File: src/sv/lstk_pkg.sv
// ----------------------------------------------------------------------------
// lstk_pkg: shared types and constants for the lowest score top-k keeper
// Record layout, cell control word, request kinds and register map.
// ----------------------------------------------------------------------------
package lstk_pkg;

   localparam int MAX_KEPT_DEFAULT = 32;

   localparam int KEEP_W     = 6;
   localparam int CSR_ADDR_W = 3;
   localparam int CSR_DATA_W = 32;

   localparam logic [KEEP_W-1:0] KEEP_COUNT_RESET = 6'd32;

   // register index as seen in paddr[2]
   localparam logic REG_KEEP_COUNT = 1'b0;

   localparam logic KIND_OFFER = 1'b0;
   localparam logic KIND_DRAIN = 1'b1;

   typedef struct packed {
      logic [31:0] score;
      logic [15:0] start_frame;
      logic [15:0] end_frame;
      logic [15:0] frames;
      logic [15:0] utterance;
   } rec_type;

   typedef struct packed {
      logic insert;   // place the offered record, pushing larger ones right
      logic shift;    // move the whole chain one place toward cell 0
   } ctl_type;

   typedef enum logic [1:0] {
      ST_IDLE  = 2'b01,
      ST_DRAIN = 2'b10
   } state_type;

endpackage

File: src/sv/lstk_csr.sv
// ----------------------------------------------------------------------------
// lstk_csr: configuration register block
// Holds keep_count and clamps it to the usable range 1..MAX_KEPT.
// ----------------------------------------------------------------------------
module lstk_csr #(
   parameter int MAX_KEPT = lstk_pkg::MAX_KEPT_DEFAULT,
   parameter int CNT_W    = $clog2(MAX_KEPT + 1)
) (
   input  logic                            clock,
   input  logic                            reset,
   input  logic                            psel,
   input  logic                            penable,
   input  logic                            pwrite,
   input  logic [lstk_pkg::CSR_ADDR_W-1:0] paddr,
   input  logic [lstk_pkg::CSR_DATA_W-1:0] pwdata,
   output logic [lstk_pkg::CSR_DATA_W-1:0] prdata,
   output logic                            pready,
   output logic [CNT_W-1:0]                limit
);
   import lstk_pkg::*;

   logic [KEEP_W-1:0] keep_count_ff;
   logic [KEEP_W-1:0] keep_count_in;
   logic              wr_en;

   assign pready = 1'b1;
   assign wr_en  = psel && penable && pwrite && (paddr[2] == REG_KEEP_COUNT);

   always_comb begin
      keep_count_in = keep_count_ff;
      if (wr_en) begin
         keep_count_in = pwdata[KEEP_W-1:0];
      end
   end

   always_ff @(posedge clock) begin
      if (reset) begin
         keep_count_ff <= KEEP_COUNT_RESET;
      end else begin
         keep_count_ff <= keep_count_in;
      end
   end

   always_comb begin
      prdata = '0;
      if (paddr[2] == REG_KEEP_COUNT) begin
         prdata = {{(CSR_DATA_W-KEEP_W){1'b0}}, keep_count_ff};
      end
   end

   // zero acts as one, anything above the chain length as the chain length
   always_comb begin
      if (keep_count_ff == '0) begin
         limit = CNT_W'(1);
      end else if ({1'b0, keep_count_ff} > (KEEP_W+1)'(MAX_KEPT)) begin
         limit = CNT_W'(MAX_KEPT);
      end else begin
         limit = CNT_W'(keep_count_ff);
      end
   end

endmodule

File: config.mk
export PLATFORM = sky130hd
export DESIGN_NAME = lstk_csr
export DESIGN_NICKNAME = d
export VERILOG_FILES = /design/src/sv/lstk_pkg.sv /design/src/sv/lstk_csr.sv
export SDC_FILE = /design/constraint.sdc
export NUM_CORES = 1
export LEC_CHECK = 0
export BUFFER_PORTS_ARGS = -buffer_cell sky130_fd_sc_hd__buf_2
export CORE_MARGIN = 5
export CORE_UTILIZATION = 25
export CTS_BUF_LIST = sky130_fd_sc_hd__clkbuf_16
export CTS_CLUSTER_SIZE = 40
export DETAILED_ROUTE_END_ITERATION = 16
export PLACE_DENSITY = 0.68
export RECOVER_POWER = 50
export SYNTH_ARGS = -nofsm -noshare
export SYNTH_HDL_FRONTEND = slang
export SYNTH_SLANG_ARGS = --single-unit
File: constraint.sdc
create_clock -name clock -period 1.4 [get_ports clock]
set_input_delay 0.14 -clock clock [delete_from_list [all_inputs] [get_ports clock]]
set_output_delay 0.14 -clock clock [all_outputs]
set_load 0.05 [all_outputs]
==> flow_metrics.tcl, run 1 <==
set metrics [dict create \
    cp-end-kind "output pin" \
    p_comb_share_pct 26.5 \
    rsz0062_at_grt "yes" \
    cts_max_level 1 \
    finalCritPeriodShare_pct 107.7 \
    outcome "complete, but fails checks" \
    crit_path_start_kind "flop" \
    dp_hpwl_um 999.8 \
    place_congestion 0.6725 \
    setup.worst_path.class "reg2out" \
    synthDistinctLibCells 14 \
    grt_pass1_wl_um 1704 \
    multi_input_area_um2 330.3 \
    cts_buffers 3 \
    required_ns 1.26 \
    maxCapViolCount 0 \
    synth_cells 70 \
    ys_ff_latch 6 \
    clk_latency_ns 0.23 \
    portBuffers 23 \
    avgSynthCellArea_um2 8.097 \
    cts_tree "built" \
    cts_setup_buffers 0 \
    antenna_found_initial 0 \
    fin_worst_skew_ns 0 \
    routed_wl_um 1171 \
    min_path_type "in2reg" \
    start_util_pct 25.87 \
    fmax_mhz 663.1 \
    min_from "pwdata[0]" \
    p_clk_share_pct 52.9 \
    antenna_cells 0 \
    pin_count 79 \
    area_delta_synth_final_pct 24.72 \
    cp_max_fo 2 \
    die-area_um2 3319 \
    rr_startpoint "keep_count_ff[3]" \
    drc_errors 0 \
    coreArea_um2 2191 \
    startpoint "keep_count_ff[4]" \
    vias 434 \
    cts.sinks 6 \
    top_register "keep_count_ff" \
    fill_cells 234 \
    hold_buffers 0 \
    die_h_um 57.62 \
    failed_checks "setup timing" \
    fin_util_pct 32.27 \
    crit_arrival_ns 1.37 \
    p_switching_uw 295.1 \
    grt_max_degree 13 \
    yosysSeqAreaShare_pct 21.19 \
    ctsLongestPathBuffers 2 \
    max-vdd-ir-drop_uv 684.9 \
    wire_per_inst_um 9.598 \
    reg_top3 "keep_count_ff (6)" \
    die_x_um 57.62 \
    grt_usage_pct 7.153 \
    seqPwrFrac_pct 20.6 \
    routed_via_density 3.557 \
    final-max-slew-violation-count 0 \
    netlist_area_um2 566.8 \
    p_per_area_nw_per_um2 1230 \
    p_int_uw 574.5 \
    ys_warn_count 0 \
    ant_nets 0 \
    final_nets 136 \
    fin_setup_tns_ns -0.1081 \
    firstDrtPassIters 2 \
    fin_crit_ns 1.508 \
    p_leak_nw 0.3572 \
    drive_gt1_share_pct 31.91 \
    root_buffer "clkbuf_16" \
    overflow 0 \
    grt_pass1_vias 372 \
    largest_reg_flops 6 \
    finalHoldViolCount 0 \
    final-setup-viol-count 1 \
    path_clk_slew_ns 0.03 \
    first_iter_violations 1 \
    timing.final.ws_setup_ns -0.1081 \
    regArea_um2 120.1 \
    rows 17 \
    p_sw_share_pct 33.93 \
]
critical path, stage by stage (launching register included):
cell and delay [ns]:
dfxtp_1 0.30, or4_4 0.54, a21oi_4 0.14, buf_6 0.17
routing by layer:
metal | up-vias | routed length (um) | GRT usage, %
met5 | - | 0 | 0
met4 | 0 | 32 | 4.967
met3 | 4 | 267 | 6.013
met2 | 36 | 513 | 10.16
met1 | 181 | 357 | 6.827
li1 | 213 | - | -
synth_stat cells (all sizes together):
cell type / number / area share (%)
buf: 28 / 38
nand2b: 9 / 9.9
nor2b: 9 / 9.9
dfxtp: 6 / 21
mux2i: 6 / 11
nor2: 3 / 2.0
clkbuf: 2 / 1.3
conb: 2 / 1.3
a21oi: 1 / 0.88
and4b: 1 / 1.8
inv: 1 / 0.66
or2b: 1 / 1.3
or4: 1 / 1.3
cell type report:
cell class,instances,area share [%]
timing repair buffer,26,20.18
clock buffer,3,10.62
inverter,1,0.5310
sequential,6,16.99
multi-input combinational,58,46.73
tap,28,4.956
power by group through the flow:
stage	combinational, mW	clock (mW)	sequential (mW)
finish	0.230	0.460	0.179
global route	0.240	0.482	0.180
CTS	0.229	0.472	0.179
detailed placement	0.226	0	0.182
global placement	0.225	0	0.181
floorplan	0.260	0	0.181
repair_timing:
action	in CTS	in global routing
setup endpoints to repair	1	1
gates resized for setup	3	0
cloned	0	0
pin swaps	2	0
final timing paths:
check,to,slack [ns],cells after the start
max,limit[0],-0.11,3
min,keep_count_ff[0],0.17,3
max reg2reg,keep_count_ff[3],0.50,3
min reg2reg,keep_count_ff[0],0.47,2
metrics by stage:
stage                     power (mW)  cells  cell area (um^2)  setup WS (ns)  hold slack, ns
after CTS                     0.8804    122             708.2        -0.1153          0.1722
final                         0.8696    122             706.9        -0.1081          0.1706
after detailed placement      0.4078    119             623.1       -0.02564          0.4102
after global routing          0.9011    122             706.9        -0.1410          0.1957
after floorplan               0.4409     95             671.9        0.02972          0.2947
after global placement        0.4060    119             623.1       -0.02375          0.3978
kinds of logic (layout without fill, tap and decap cells):
logic type / count (synthesis) / in the layout / share of synthesized area (%)
AND/OR/NAND/NOR: 24 / 24 / 26.27
AO/OA/AOI/OAI: 1 / 1 / 0.8822
buffers and inverters: 31 / 30 / 39.73
flip-flops: 6 / 6 / 21.19
other: 2 / 27 / 1.325
multiplexers: 6 / 6 / 10.60
layout by cell type, fill, tap and decap left out:
master	Yosys	final
nand2b_1	9	9
conb_1	2	27
or4_4	0	1
clkbuf_1	2	1
buf_6	1	1
a21oi_4	0	1
clkbuf_2	0	2
dfxtp_1	6	6
inv_1	1	1
buf_4	27	3
mux2i_1	6	6
or2b_1	1	1
buf_2	0	19
and4b_1	1	1
nor2b_1	9	9
nor2_1	3	3
clkbuf_16	0	3
Power figures use the tool's default switching activity.
==> run 2, diff against run 1 <==
--- a/config.mk
+++ b/config.mk
@@ -13,6 +13,7 @@
 export DETAILED_ROUTE_END_ITERATION = 16
 export PLACE_DENSITY = 0.68
 export RECOVER_POWER = 50
+export SETUP_SLACK_MARGIN = 0.3
 export SYNTH_ARGS = -nofsm -noshare
 export SYNTH_HDL_FRONTEND = slang
 export SYNTH_SLANG_ARGS = --single-unit
==> constraint.sdc (replaced) <==
create_clock -name clock -period 1.4 [get_ports clock]
set_input_delay 0.28 -clock clock [delete_from_list [all_inputs] [get_ports clock]]
set_output_delay 0.28 -clock clock [all_outputs]
set_load 0.05 [all_outputs]
==> run 2 against run 1 <==
The flow still finishes with violations (setup timing). Routed wire length grew 14%. Count of clock-buffer cells in the layout unchanged. Clock power is 2% higher. Via count up 3.7%. Total power increased by 3.5%. Maximum frequency is 9.1% lower. Die area unchanged. Sequential power about the same. Cell count is 2.5% higher. Worst hold slack better by 0.14 ns. Sequential share of layout area down 3.0 points. Critical path depth unchanged.
==> flow_metrics.tcl, run 2 (synthesized netlist as in run 1, its figures left out) <==
set metrics [dict create \
    cts_buffers 3 \
    fin_worst_skew_ns 0 \
    pin_count 79 \
    reg_top3 "keep_count_ff (6)" \
    grt_pass1_wl_um 1849 \
    fmax_mhz 602.9 \
    rsz0062_at_grt "yes" \
    mostFrequentLayoutCell "conb_1" \
    p_int_uw 589.6 \
    antenna_cells 0 \
    failed_checks "setup timing" \
    rows 17 \
    final_cell_mix "conb_1, buf_2, nor2b_4, nand2b_1, buf_8" \
    fin_util_pct 42.09 \
    r2r-end "keep_count_ff[3]" \
    cts.sinks 6 \
    maxCapViolCount 0 \
    finalCritPeriodShare_pct 118.5 \
    ctsLongestPathBuffers 2 \
    hold_slack_ns 0.3083 \
    whs_path_depth 3 \
    die_x_um 57.62 \
    portBuffers 23 \
    die_h_um 57.62 \
    outcome "complete, but fails checks" \
    finalHoldViolCount 0 \
    setup.worst_path.class "reg2out" \
    p_switching_uw 310.6 \
    regArea_um2 128.9 \
    path_clk_slew_ns 0.03 \
    drive_gt1_share_pct 50.52 \
    cp_max_fo 2 \
    grt_max_degree 13 \
    required_ns 1.12 \
    coreArea_um2 2191 \
    seqPwrFrac_pct 20.0 \
    final_nets 139 \
    p_sw_share_pct 34.51 \
    rr_worst_depth 5 \
    largest_reg_flops 6 \
    firstDrtPassIters 4 \
    fill_cells 214 \
    p_leak_nw 0.4143 \
    rr_startpoint "keep_count_ff[3]" \
    drc_errors 0 \
    dp_hpwl_um 1048 \
    top_register "keep_count_ff" \
    start_util_pct 25.87 \
    holdPathEnd "keep_count_ff[2]" \
    wire_per_inst_um 10.72 \
    first_iter_violations 7 \
    clk_latency_ns 0.23 \
    multi_input_area_um2 405.4 \
    cts_max_level 1 \
    ant_nets 0 \
    fin_crit_ns 1.659 \
    min_path_type "in2reg" \
    crit_arrival_ns 1.38 \
    grt_pass1_vias 434 \
    root_buffer "clkbuf_16" \
    final-max-slew-violation-count 0 \
    routed_wl_um 1340 \
    min_from "pwdata[2]" \
    p_comb_share_pct 28.2 \
    cts_tree "built" \
    routed_via_density 3.600 \
    p_clk_share_pct 51.8 \
    timing.final.ws_setup_ns -0.2587 \
    p_per_area_nw_per_um2 976.2 \
    vias 450 \
    final-setup-viol-count 1 \
    antenna_found_initial 0 \
    grt_usage_pct 7.787 \
    startpoint "keep_count_ff[3]" \
    overflow 0 \
    max-vdd-ir-drop_uv 496.5 \
    crit_path_start_kind "flop" \
    place_congestion 0.6987 \
    die-area_um2 3319 \
    cp-end-kind "output pin" \
    area_delta_synth_final_pct 62.69 \
    reg2reg_setup_slack_ns 0.40 \
]
-- run 2: changes by cell type in the layout (fill, tap and decap cells not counted) --
cell / change
dfxtp_4: +1
nor2_1: -1
clkbuf_2: -1
nor2b_1: -9
buf_4: -1
clkbuf_1: -1
buf_8: +8
nor2b_4: +9
nor2_4: +1
dfxtp_1: -5
buf_6: +6
buf_2: -8
dfxtp_2: +4
-- run 2: final cells by class --
cell class	instances	area share, %
multi-input cells	58	43.96
inverters	1	0.4071
flip-flops and latches	6	13.98
repair buffers	29	29.72
well taps	28	3.799
clock buffers	3	8.141
-- run 2: how the worst max path moves through the flow --
stage          depth (start not counted)  endpoint  slack [ns]
4_1_cts                                3  limit[0]       -0.26
2_1_floorplan                          2  limit[0]       -0.06
6_report                               3  limit[0]       -0.26
3_3_place_gp                           3  limit[0]       -0.09
5_1_grt                                3  limit[0]       -0.29
3_5_place_dp                           3  limit[0]       -0.10
-- run 2: repair_timing --
action / 4_1_cts / 5_1_grt
hold buffers: 0 / 0
pin swaps: 0 / 0
gates resized for setup: 38 / 9
hold endpoints to repair: 0 / 0
endpoints found under the setup margin: 12 / 16
buffers inserted: 0 / 2
-- run 2: critical path, stage by stage (launching register included) --
cell	delay (ns)
dfxtp_2	0.31
or4_4	0.54
a21oi_4	0.13
buf_6	0.17
-- run 2: routing by layer --
metal / up-vias / part of all wire [%] / track usage, %
li1: 217 / - / -
met4: 0 / 2.1 / 5.960
met2: 31 / 53 / 12.90
met5: - / 0 / 0
met1: 199 / 33 / 8.011
met3: 3 / 11 / 2.673
-- run 2: power groups by stage --
stage	Clock, mW	Sequential (mW)	Combinational, mW
2_1_floorplan	0	0.183	0.265
3_3_place_gp	0	0.183	0.234
3_5_place_dp	0	0.183	0.236
4_1_cts	0.471	0.180	0.248
5_1_grt	0.485	0.181	0.264
6_report	0.467	0.180	0.254
-- run 2: per-stage QoR --
step                instances  setup TNS (ns)  cell area (um^2)  total power, mW  setup slack, ns
floorplan                  95        -0.05569             728.2           0.4481         -0.05569
global placement          120        -0.09261             685.7           0.4169         -0.09261
detailed placement        120         -0.1008             685.7           0.4185          -0.1008
CTS                       123         -0.2607             884.6           0.8989          -0.2607
global route              125         -0.2881             922.1           0.9291          -0.2881
finish                    125         -0.2587             922.1           0.9002          -0.2587
