<file path="src/sv/lstk_pkg.sv">
// ----------------------------------------------------------------------------
// lstk_pkg: shared types and constants for the lowest score top-k keeper
// Record layout, cell control word, request kinds and register map.
// ----------------------------------------------------------------------------
package lstk_pkg;

   localparam int MAX_KEPT_DEFAULT = 32;

   localparam int KEEP_W     = 6;
   localparam int CSR_ADDR_W = 3;
   localparam int CSR_DATA_W = 32;

   localparam logic [KEEP_W-1:0] KEEP_COUNT_RESET = 6'd32;

   // register index as seen in paddr[2]
   localparam logic REG_KEEP_COUNT = 1'b0;

   localparam logic KIND_OFFER = 1'b0;
   localparam logic KIND_DRAIN = 1'b1;

   typedef struct packed {
      logic [31:0] score;
      logic [15:0] start_frame;
      logic [15:0] end_frame;
      logic [15:0] frames;
      logic [15:0] utterance;
   } rec_type;

   typedef struct packed {
      logic insert;   // place the offered record, pushing larger ones right
      logic shift;    // move the whole chain one place toward cell 0
   } ctl_type;

   typedef enum logic [1:0] {
      ST_IDLE  = 2'b01,
      ST_DRAIN = 2'b10
   } state_type;

endpackage

</file>
<file path="src/sv/lstk_cell.sv">
// ----------------------------------------------------------------------------
// lstk_cell: one slot of the sorted record chain
// Holds one record, compares it with the offered score and takes its
// left neighbor, the offered record or its right neighbor as told.
// ----------------------------------------------------------------------------
module lstk_cell (
   input  logic             clock,
   input  lstk_pkg::ctl_type ctl,
   input  lstk_pkg::rec_type new_rec,
   input  lstk_pkg::rec_type left_rec,
   input  lstk_pkg::rec_type right_rec,
   input  logic             valid,
   input  logic             left_valid,
   input  logic             left_greater,
   output logic             greater,
   output lstk_pkg::rec_type rec
);
   import lstk_pkg::*;

   rec_type rec_ff;
   rec_type rec_in;
   logic    displaced;

   // a held record with an equal score stays ahead of the new one
   assign greater   = valid && ($signed(rec_ff.score) > $signed(new_rec.score));
   // first empty slot also moves when the chain below it ends here
   assign displaced = greater || (!valid && left_valid);
   assign rec       = rec_ff;

   always_comb begin
      rec_in = rec_ff;
      if (ctl.insert && displaced) begin
         rec_in = left_greater ? left_rec : new_rec;
      end else if (ctl.shift) begin
         rec_in = right_rec;
      end
   end

   always_ff @(posedge clock) begin
      rec_ff <= rec_in;
   end

endmodule

</file>
<file path="config.mk">
export PLATFORM = sky130hd
export DESIGN_NAME = lstk_cell
export DESIGN_NICKNAME = d
export VERILOG_FILES = /design/src/sv/lstk_pkg.sv /design/src/sv/lstk_cell.sv
export SDC_FILE = /design/constraint.sdc
export NUM_CORES = 1
export LEC_CHECK = 0
export BUFFER_PORTS_ARGS = -buffer_cell sky130_fd_sc_hd__clkbuf_2
export CORE_AREA = 2 2 152 154
export DETAILED_ROUTE_END_ITERATION = 6
export DIE_AREA = 0 0 154 156
export GPL_ROUTABILITY_DRIVEN = 1
export HOLD_SLACK_MARGIN = 0.02
export PLACE_DENSITY = 0.6
export SETUP_SLACK_MARGIN = 0.1
export SYNTH_ARGS = -nofsm -noshare
export SYNTH_HDL_FRONTEND = slang
export SYNTH_SLANG_ARGS = --single-unit
export TNS_END_PERCENT = 50
</file>
<file path="constraint.sdc">
create_clock -name clock -period 6.6 [get_ports clock]
set_input_delay 1.32 -clock clock [delete_from_list [all_inputs] [get_ports clock]]
set_output_delay 1.32 -clock clock [all_outputs]
set_load 0.01 [all_outputs]
</file>
==> metrics.yaml, run 1 <==
placement:
  io_buffers: 390
  placed_cell_area_um2: 8370
  dp_slack_ns: 1.60
  globalplace.congestion: 0.804
  hpwl_um: 15800
power:
  leakage_nw: 4.28
  power_density_nw_per_um2: 226
  max-vdd-ir-drop_mv: 0.125
yosys:
  synth_top_area_cell: "edfxtp_1"
  synth_cells: 462
  synth-seq-area-share: 0.465
  synth_cell_type_count: 33
  syn-cell-area_um2: 6200
  synth-seq-cells: 96
  ys_warn_count: 0
  synth_edf_count: 96
  synth.avg_cell_area_um2: 13.4
  async_flop_share: 0
  synth_area_leaders: "edfxtp_1, mux2_2, mux2_4"
  syn_nets: 788
  synth.top_cell.area_share: 0.465
  ys.flop_type: "edfxtp_1"
  synth_common_cells: "mux2_2, edfxtp_1, mux2_4, inv_1, nand2_1"
  yosysMostFrequentCell: "mux2_2"
timing:
  rsz0062_at_grt: "false"
  hold_violations: 0
  fin_setup_tns_ns: 0
  setup_ws_ns: 1.79
  max_freq_ghz: 0.208
  setup_viol: 0
  fin_crit_ns: 4.81
  min_period_over_period: 0.728
  final.setup_skew_ns: 0.0135
  drv_slew: 0
  max-slew-margin-rel: 0.473
  tightest_slew_ns: 0.790
worst_setup_path:
  cp.arrival_ns: 3.49
  start_kind: "input pin"
  crit_type: "input pin to output port"
  cpPeakStageDelay_ns: 0.51
  cpMostUsedCell: "clkbuf_2"
  end_kind: "output port"
  crit_required_ns: 5.28
  cp_max_fo: 4
  path_cells: "clkbuf_2, inv_1, ha_1, a21oi_1, o21a_1, o211ai_1, a2111o_1, or3_1, a21boi_0, clkbuf_2"
  slowest_stage: "a2111o_1"
clock_network:
  cts_buffers: 9
  postCtsSetupRepairBufs: 0
  clockRootBuffer: "clkbuf_16"
  cts_resized: 0
  insertion_delay_ns: 0.35
  cts_buffer_depth: 2
  clock-sinks: 96
  htreeDepth: 3
  ctsHoldBuffers: 0
  clkTransAtPathRegs_ns: 0.08
  cts_tree: "built"
detailed_routing:
  num_vias: 5044
  drtAntennaViolNets: 0
  firstDrtPassIters: 6
  drtIter0Drc: 319
  drc: 0
  wirelength_um: 19500
  viasPerCell: 4.45
  wire_per_inst_um: 17.3
global_route:
  grt_pass1_vias: 5230
  grt_max_degree: 71
  grtUsageTotal: 0.158
  overflow: 0
  grt_pass1_wl_um: 28900
  antenna_found_initial: 0
final_layout:
  nets: 1169
  area_delta_synth_final_pct: 40.5
  diodes: 0
  final_cell_area_um2: 8710
  largest_register_ffs: 96
  fillers: 2211
  drive_above_1_share: 0.679
floorplanning:
  fp-row-count: 55
  coreArea_um2: 22400
  die_x_um: 154
  die_y_um: 156
  initial_core_util: 0.277
  die-area_um2: 24000
  pin_count: 391
flow_run:
  maxCapViolCount: 0
outcome:
  status: "finished clean"
hold_path:
  hold_class: "input pin to flip-flop"
==> power by group <==
part / switching [mW] / leakage (nW) / internal, mW / total [mW]
sequential: 0.0332 / 0.959 / 0.782 / 0.815
clock: 0.256 / 0.165 / 0.341 / 0.597
combinational: 0.267 / 3.16 / 0.287 / 0.554
total: 0.556 / 4.28 / 1.41 / 1.97
==> worst max-delay path, delay by kind of cell <==
| kind | cells | cell delay [ns] |
|---|---|---|
| adder cells (fa/ha/maj) | 1 | 0.33 |
| buffers and inverters | 3 | 0.30 |
| AO/OA/AOI/OAI | 5 | 1.18 |
| AND/OR/NAND/NOR | 1 | 0.36 |
==> metrics by stage <==
stage / power, mW / hold WS [ns] / utilization / instances
final: 1.97 / 1.27 / 0.390 / 1133
after global routing: 2.08 / 1.24 / 0.390 / 1133
after CTS: 2.01 / 1.24 / 0.390 / 1133
after detailed placement: 1.39 / 1.43 / 0.374 / 1117
after global placement: 1.38 / 1.42 / 0.374 / 1117
after floorplan: 1.17 / 1.37 / - / 462
==> metal layers <==
| layer | routed length, um | track usage | share of wire |
|---|---|---|---|
| met5 | 0 | 0 | 0 |
| met4 | 180 | 0.0338 | 0.0092 |
| met3 | 1500 | 0.0481 | 0.077 |
| met2 | 9930 | 0.284 | 0.51 |
| met1 | 7940 | 0.186 | 0.41 |
==> logic make-up (layout without fill, tap and decap cells) <==
| kind of cell | Yosys count | after routing | share of synthesized area |
|---|---|---|---|
| muxes | 161 | 161 | 0.317 |
| DFF | 96 | 96 | 0.465 |
| buffers and inverters | 57 | 443 | 0.0498 |
| and+or+nand+nor | 56 | 56 | 0.0452 |
| adders and majority gates | 32 | 32 | 0.0646 |
| AOI/OAI and AO/OA | 60 | 60 | 0.0589 |
==> cell type report <==
| class | count | area (um^2) | area share |
|---|---|---|---|
| repair buffers | 394 | 2000 | 0.229 |
| clock buffers | 9 | 225 | 0.0258 |
| flip-flops and latches | 96 | 2880 | 0.331 |
| clock inverters | 7 | 114 | 0.0131 |
| well taps | 285 | 357 | 0.0409 |
| inverters | 33 | 124 | 0.0142 |
| multi-input cells | 309 | 3010 | 0.346 |
==> placed cells by master (no fill, tap or decap), drive strengths merged, types with 2 or more instances in the layout <==
cell type	instances
clkbuf	398
mux2	161
edfxtp	96
inv	35
nand2	33
o21ai	32
ha	32
a21oi	11
nand4	7
nand3	6
a21o	5
buf	5
a21boi	3
clkinv	3
o211ai	2
bufinv	2
nor2	2
or3	2
==> worst paths after layout <==
path	slack, ns	from	depth (start not counted)	end
setup / recovery	1.79	new_rec[83]	10	greater
hold / removal	1.27	right_rec[2]	2	rec[2]
setup reg to reg	2.69	rec[95]	9	rec[17]
hold reg to reg	1.44	rec[79]	6	rec[76]
No activity file was read; power rests on OpenSTA's default activity.
==> inputs of run 2 (changes only) <==
ABC_AREA = 1   (was unset)
clock period = 4.95 ns   (was 6.6 ns; I/O delays follow)
==> metrics.yaml, run 2 <==
outcome:
  status: "finished clean"
worst_setup_path:
  end_kind: "flip-flop"
  cp.buffers_inverters: 3
  cp_top_family: "simple AND/OR/NAND/NOR gates"
  r2r_slack_ns: 1.58
  slowest_stage: "nand2_4"
  cp_max_fo: 29
  cpMostUsedCell: "nand2_1"
  cp.arrival_ns: 3.71
  crit_required_ns: 4.98
  path_cells: "clkbuf_2, inv_1, ha_1, nand2_1, nor2_1, nand2_1, nand2_1, nand2_1, nand2_1, nand2_1, nand3_1, nand3_2, nand2_4, nand2_4, nand2_4, buf_4"
  crit_type: "input pin to flip-flop"
  cpPeakStageDelay_ns: 0.39
  start_kind: "input pin"
floorplanning:
  pin_count: 391
  die-area_um2: 24000
  die_y_um: 156
  coreArea_um2: 22400
  fp-row-count: 55
  die_x_um: 154
  initial_core_util: 0.278
clock_network:
  ctsHoldBuffers: 0
  clkTransAtPathRegs_ns: 0.07
  clock-sinks: 96
  htreeDepth: 3
  cts_buffer_depth: 2
  cts_tree: "built"
  insertion_delay_ns: 0.34
  cts_resized: 0
  clockRootBuffer: "clkbuf_16"
  cts_buffers: 9
  postCtsSetupRepairBufs: 0
placement:
  globalplace.congestion: 0.833
  placedCellCount: 1345
  io_buffers: 390
  hpwl_um: 17100
yosys:
  synth.avg_cell_area_um2: 8.82
  synth_top_area_cell: "edfxtp_1"
  ys_warn_count: 0
  synth_area_leaders: "edfxtp_1, nand2_1, mux2_2"
  syn-cell-area_um2: 6220
  ys.flop_type: "edfxtp_1"
  synth_common_cells: "nand2_1, nand3_1, edfxtp_1, mux2_2, inv_1"
  synth_cell_type_count: 21
  synth_edf_count: 96
  synth-seq-area-share: 0.463
  async_flop_share: 0
  syn_nets: 1032
  yosysMostFrequentCell: "nand2_1"
  synth-seq-cells: 96
  synth_cells: 706
  synth.top_cell.area_share: 0.463
detailed_routing:
  firstDrtPassIters: 5
  wirelength_um: 21600
  drtIter0Drc: 360
  drc: 0
  wire_per_inst_um: 15.9
  num_vias: 6205
  viasPerCell: 4.56
  drtAntennaViolNets: 0
final_layout:
  final_common_cell: "clkbuf_2"
  nets: 1397
  layout_common_cells: "clkbuf_2, nand2_1, nand3_1"
  largest_register_ffs: 96
  post-route-util: 0.390
  diodes: 0
  area_delta_synth_final_pct: 40.3
  drive_above_1_share: 0.448
  instances_no_fill: 1360
timing:
  setup_viol: 0
  tightest_slew_ns: 0.651
  max-slew-margin-rel: 0.566
  min_period_over_period: 0.745
  max_freq_ghz: 0.271
  fin_setup_tns_ns: 0
  rsz0062_at_grt: "false"
  fin_crit_ns: 3.69
  hold_violations: 0
  final.setup_skew_ns: 0.00927
  drv_slew: 0
global_route:
  grt_pass1_wl_um: 32700
  grtUsageTotal: 0.175
  grt_max_degree: 72
  antenna_found_initial: 0
  grt_pass1_vias: 6097
  overflow: 0
power:
  leakage_nw: 4.64
  power_density_nw_per_um2: 293
  max-vdd-ir-drop_mv: 0.123
  switching_share: 0.304
  p_seq_frac: 0.422
  p_sw_mw: 0.777
  total_power_mw: 2.56
  clock_power_share: 0.296
  combPwrFrac: 0.281
  p_int_mw: 1.78
flow_run:
  maxCapViolCount: 0
hold_path:
  hold_class: "input pin to flip-flop"
-- run 2: worst paths after layout --
kind / startpoint / to / cells past startpoint
min reg2reg: rec[95] / rec[58] / 6
max: new_rec[71] / rec[24] / 16
max reg2reg: rec[71] / rec[24] / 14
min: right_rec[59] / rec[59] / 3
-- run 2: metal layers --
metal | vias up | track usage | share of wire
met5 | - | 0 | 0
met2 | 305 | 0.305 | 0.49
li1 | 3121 | - | -
met3 | 18 | 0.0406 | 0.078
met1 | 2761 | 0.217 | 0.41
met4 | 0 | 0.0525 | 0.017
-- run 2: worst reg2reg max path, cell delays in order, from the launching register on --
cell and delay (ns):
edfxtp_1 0.43, ha_1 0.32, nand2_1 0.07, nor2_1 0.34
nand2_1 0.10, nand2_1 0.07, nand2_1 0.05, nand2_1 0.11
nand2_1 0.08, nand3_1 0.09, nand3_2 0.11, nand2_4 0.29
nand2_4 0.23, nand2_4 0.39, buf_4 0.37
-- run 2: logic make-up after synthesis --
logic type,synth area share
buffers and inverters,0.0635
DFF,0.463
AOI/OAI and AO/OA,0.0434
adders and majority gates,0.0643
and+or+nand+nor,0.248
muxes,0.118
-- run 2: final cells by class --
class / count / area, um^2
flip-flops and latches: 96 / 2880
fillers: 2317 / 13600
well taps: 285 / 357
clock inverters: 6 / 92.6
multi-input cells: 521 / 2960
repair buffers: 399 / 2050
clock buffers: 9 / 225
inverters: 44 / 165
-- run 2: stage by stage --
step | setup WS, ns | hold WS [ns] | area, um^2
after floorplan | 0.922 | 1.17 | 6230
after global routing | 1.07 | 0.901 | 8730
after global placement | 0.947 | 1.25 | 8410
after CTS | 1.25 | 0.886 | 8730
final | 1.26 | 0.913 | 8730
after detailed placement | 0.885 | 1.26 | 8410
-- run 2: power by group through the flow --
| stage | sequential [mW] | combinational, mW | clock (mW) |
|---|---|---|---|
| after detailed placement | 1.10 | 0.723 | 0 |
| after floorplan | 1.15 | 0.348 | 0 |
| final | 1.08 | 0.719 | 0.757 |
| after CTS | 1.08 | 0.727 | 0.787 |
| after global routing | 1.09 | 0.808 | 0.811 |
| after global placement | 1.09 | 0.719 | 0 |
==> inputs of run 3 (changes only) <==
clock period = 3.7 ns   (was 4.95 ns; I/O delays follow)
==> metrics.yaml, run 3 (same netlist as run 2, synthesis figures left out) <==
timing:
  setup_viol: 0
  max_freq_ghz: 0.323
  min_period_over_period: 0.837
  tightest_slew_ns: 0.507
  final.setup_skew_ns: 0.0155
  drv_slew: 0
  rsz0062_at_grt: "false"
  fin_crit_ns: 3.10
  hold_violations: 0
  fin_setup_tns_ns: 0
  max-slew-margin-rel: 0.662
clock_network:
  ctsHoldBuffers: 0
  clock-sinks: 96
  cts_resized: 0
  clkTransAtPathRegs_ns: 0.08
  htreeDepth: 3
  postCtsSetupRepairBufs: 0
  clockRootBuffer: "clkbuf_16"
  insertion_delay_ns: 0.35
  cts_tree: "built"
  cts_buffers: 9
  cts_buffer_depth: 2
detailed_routing:
  viasPerCell: 4.60
  firstDrtPassIters: 5
  drtIter0Drc: 368
  wirelength_um: 21900
  wire_per_inst_um: 16.1
  num_vias: 6266
  drtAntennaViolNets: 0
  drc: 0
power:
  p_sw_mw: 1.07
  switching_share: 0.322
  p_int_mw: 2.26
  max-vdd-ir-drop_mv: 0.193
  power_density_nw_per_um2: 381
  p_seq_frac: 0.432
  total_power_mw: 3.34
  clock_power_share: 0.272
  combPwrFrac: 0.296
  leakage_nw: 4.65
final_layout:
  diodes: 0
  fillers: 2313
  multi_input_area_um2: 2960
  layout_common_cells: "clkbuf_2, nand2_1, nand3_1"
  post-route-util: 0.391
  area_delta_synth_final_pct: 40.6
  nets: 1398
  register_area_um2: 2880
  drive_above_1_share: 0.449
  final_common_cell: "clkbuf_2"
  largest_register_ffs: 96
floorplanning:
  die_y_um: 156
  initial_core_util: 0.278
  die_x_um: 154
  coreArea_um2: 22400
  fp-row-count: 55
  die-area_um2: 24000
  pin_count: 391
hold_path:
  hold_class: "input pin to flip-flop"
worst_setup_path:
  cp_max_fo: 2
  crit_required_ns: 2.96
  cp.arrival_ns: 2.36
  end_kind: "output port"
  crit_type: "input pin to output port"
  start_kind: "input pin"
global_route:
  grtUsageTotal: 0.175
  grt_pass1_vias: 6145
  grt_max_degree: 97
  overflow: 0
  grt_pass1_wl_um: 32800
  antenna_found_initial: 0
placement:
  io_buffers: 390
  hpwl_um: 17100
  globalplace.congestion: 0.844
outcome:
  status: "finished clean"
flow_run:
  maxCapViolCount: 0
-- run 3: cell count changes in the layout (fill, tap and decap cells not counted) --
cell,delta
clkinv_2,+1
buf_12,+4
clkinvlp_4,+1
buf_4,-3
bufinv_16,-2
inv_6,+1
-- run 3: final cells by class --
class                      instances  share of cell area
clock buffer                       9              0.0257
timing repair buffer             400               0.241
clock inverter                     7             0.00615
multi-input combinational        521               0.338
tap                              285              0.0408
sequential                        96               0.329
inverter                          44              0.0189
-- run 3: worst max-delay path, cell delays in order --
cell	delay, ns
clkbuf_2	0.07
inv_1	0.04
ha_1	0.29
nand2_1	0.07
nor2_1	0.30
nand2_1	0.10
nand2_1	0.07
nand2_1	0.04
nand2_1	0.12
nand2_1	0.08
nand3_1	0.09
nand3_2	0.12
inv_1	0.09
clkbuf_2	0.13
-- run 3: through the flow --
stage | worst slack [ns] | hold slack (ns) | instances | instance area [um^2]
finish | 0.604 | 0.652 | 1362 | 8750
global route | 0.395 | 0.640 | 1362 | 8750
CTS | 0.521 | 0.627 | 1362 | 8750
detailed placement | 0.495 | 1.01 | 1346 | 8470
global placement | 0.464 | 1.00 | 1346 | 8470
floorplan | 0.431 | 0.919 | 706 | 6230
-- run 3: layer usage --
layer  wire, um  share of wire  global-route usage  up-vias
met2      11000           0.50               0.316      301
met4        210         0.0096              0.0347        0
met3       1690          0.077              0.0436       18
li1           -              -                   -     3124
met1       9050           0.41               0.212     2823
met5          0              0                   0        -
-- run 3: power by group through the flow --
stage / clock [mW] / sequential [mW] / combinational [mW]
floorplan: 0 / 1.53 / 0.467
global placement: 0 / 1.46 / 0.988
detailed placement: 0 / 1.47 / 0.993
CTS: 0.949 / 1.44 / 0.998
global route: 0.984 / 1.46 / 1.10
finish: 0.909 / 1.44 / 0.986
-- run 3: path summary, 6_finish.rpt --
path,startpoint,to,depth (start not counted),slack [ns]
setup reg to reg,rec[71],rec[9],14,1.01
hold reg to reg,rec[95],rec[4],7,1.24
setup / recovery,new_rec[71],greater,14,0.60
hold / removal,right_rec[59],rec[59],3,0.65
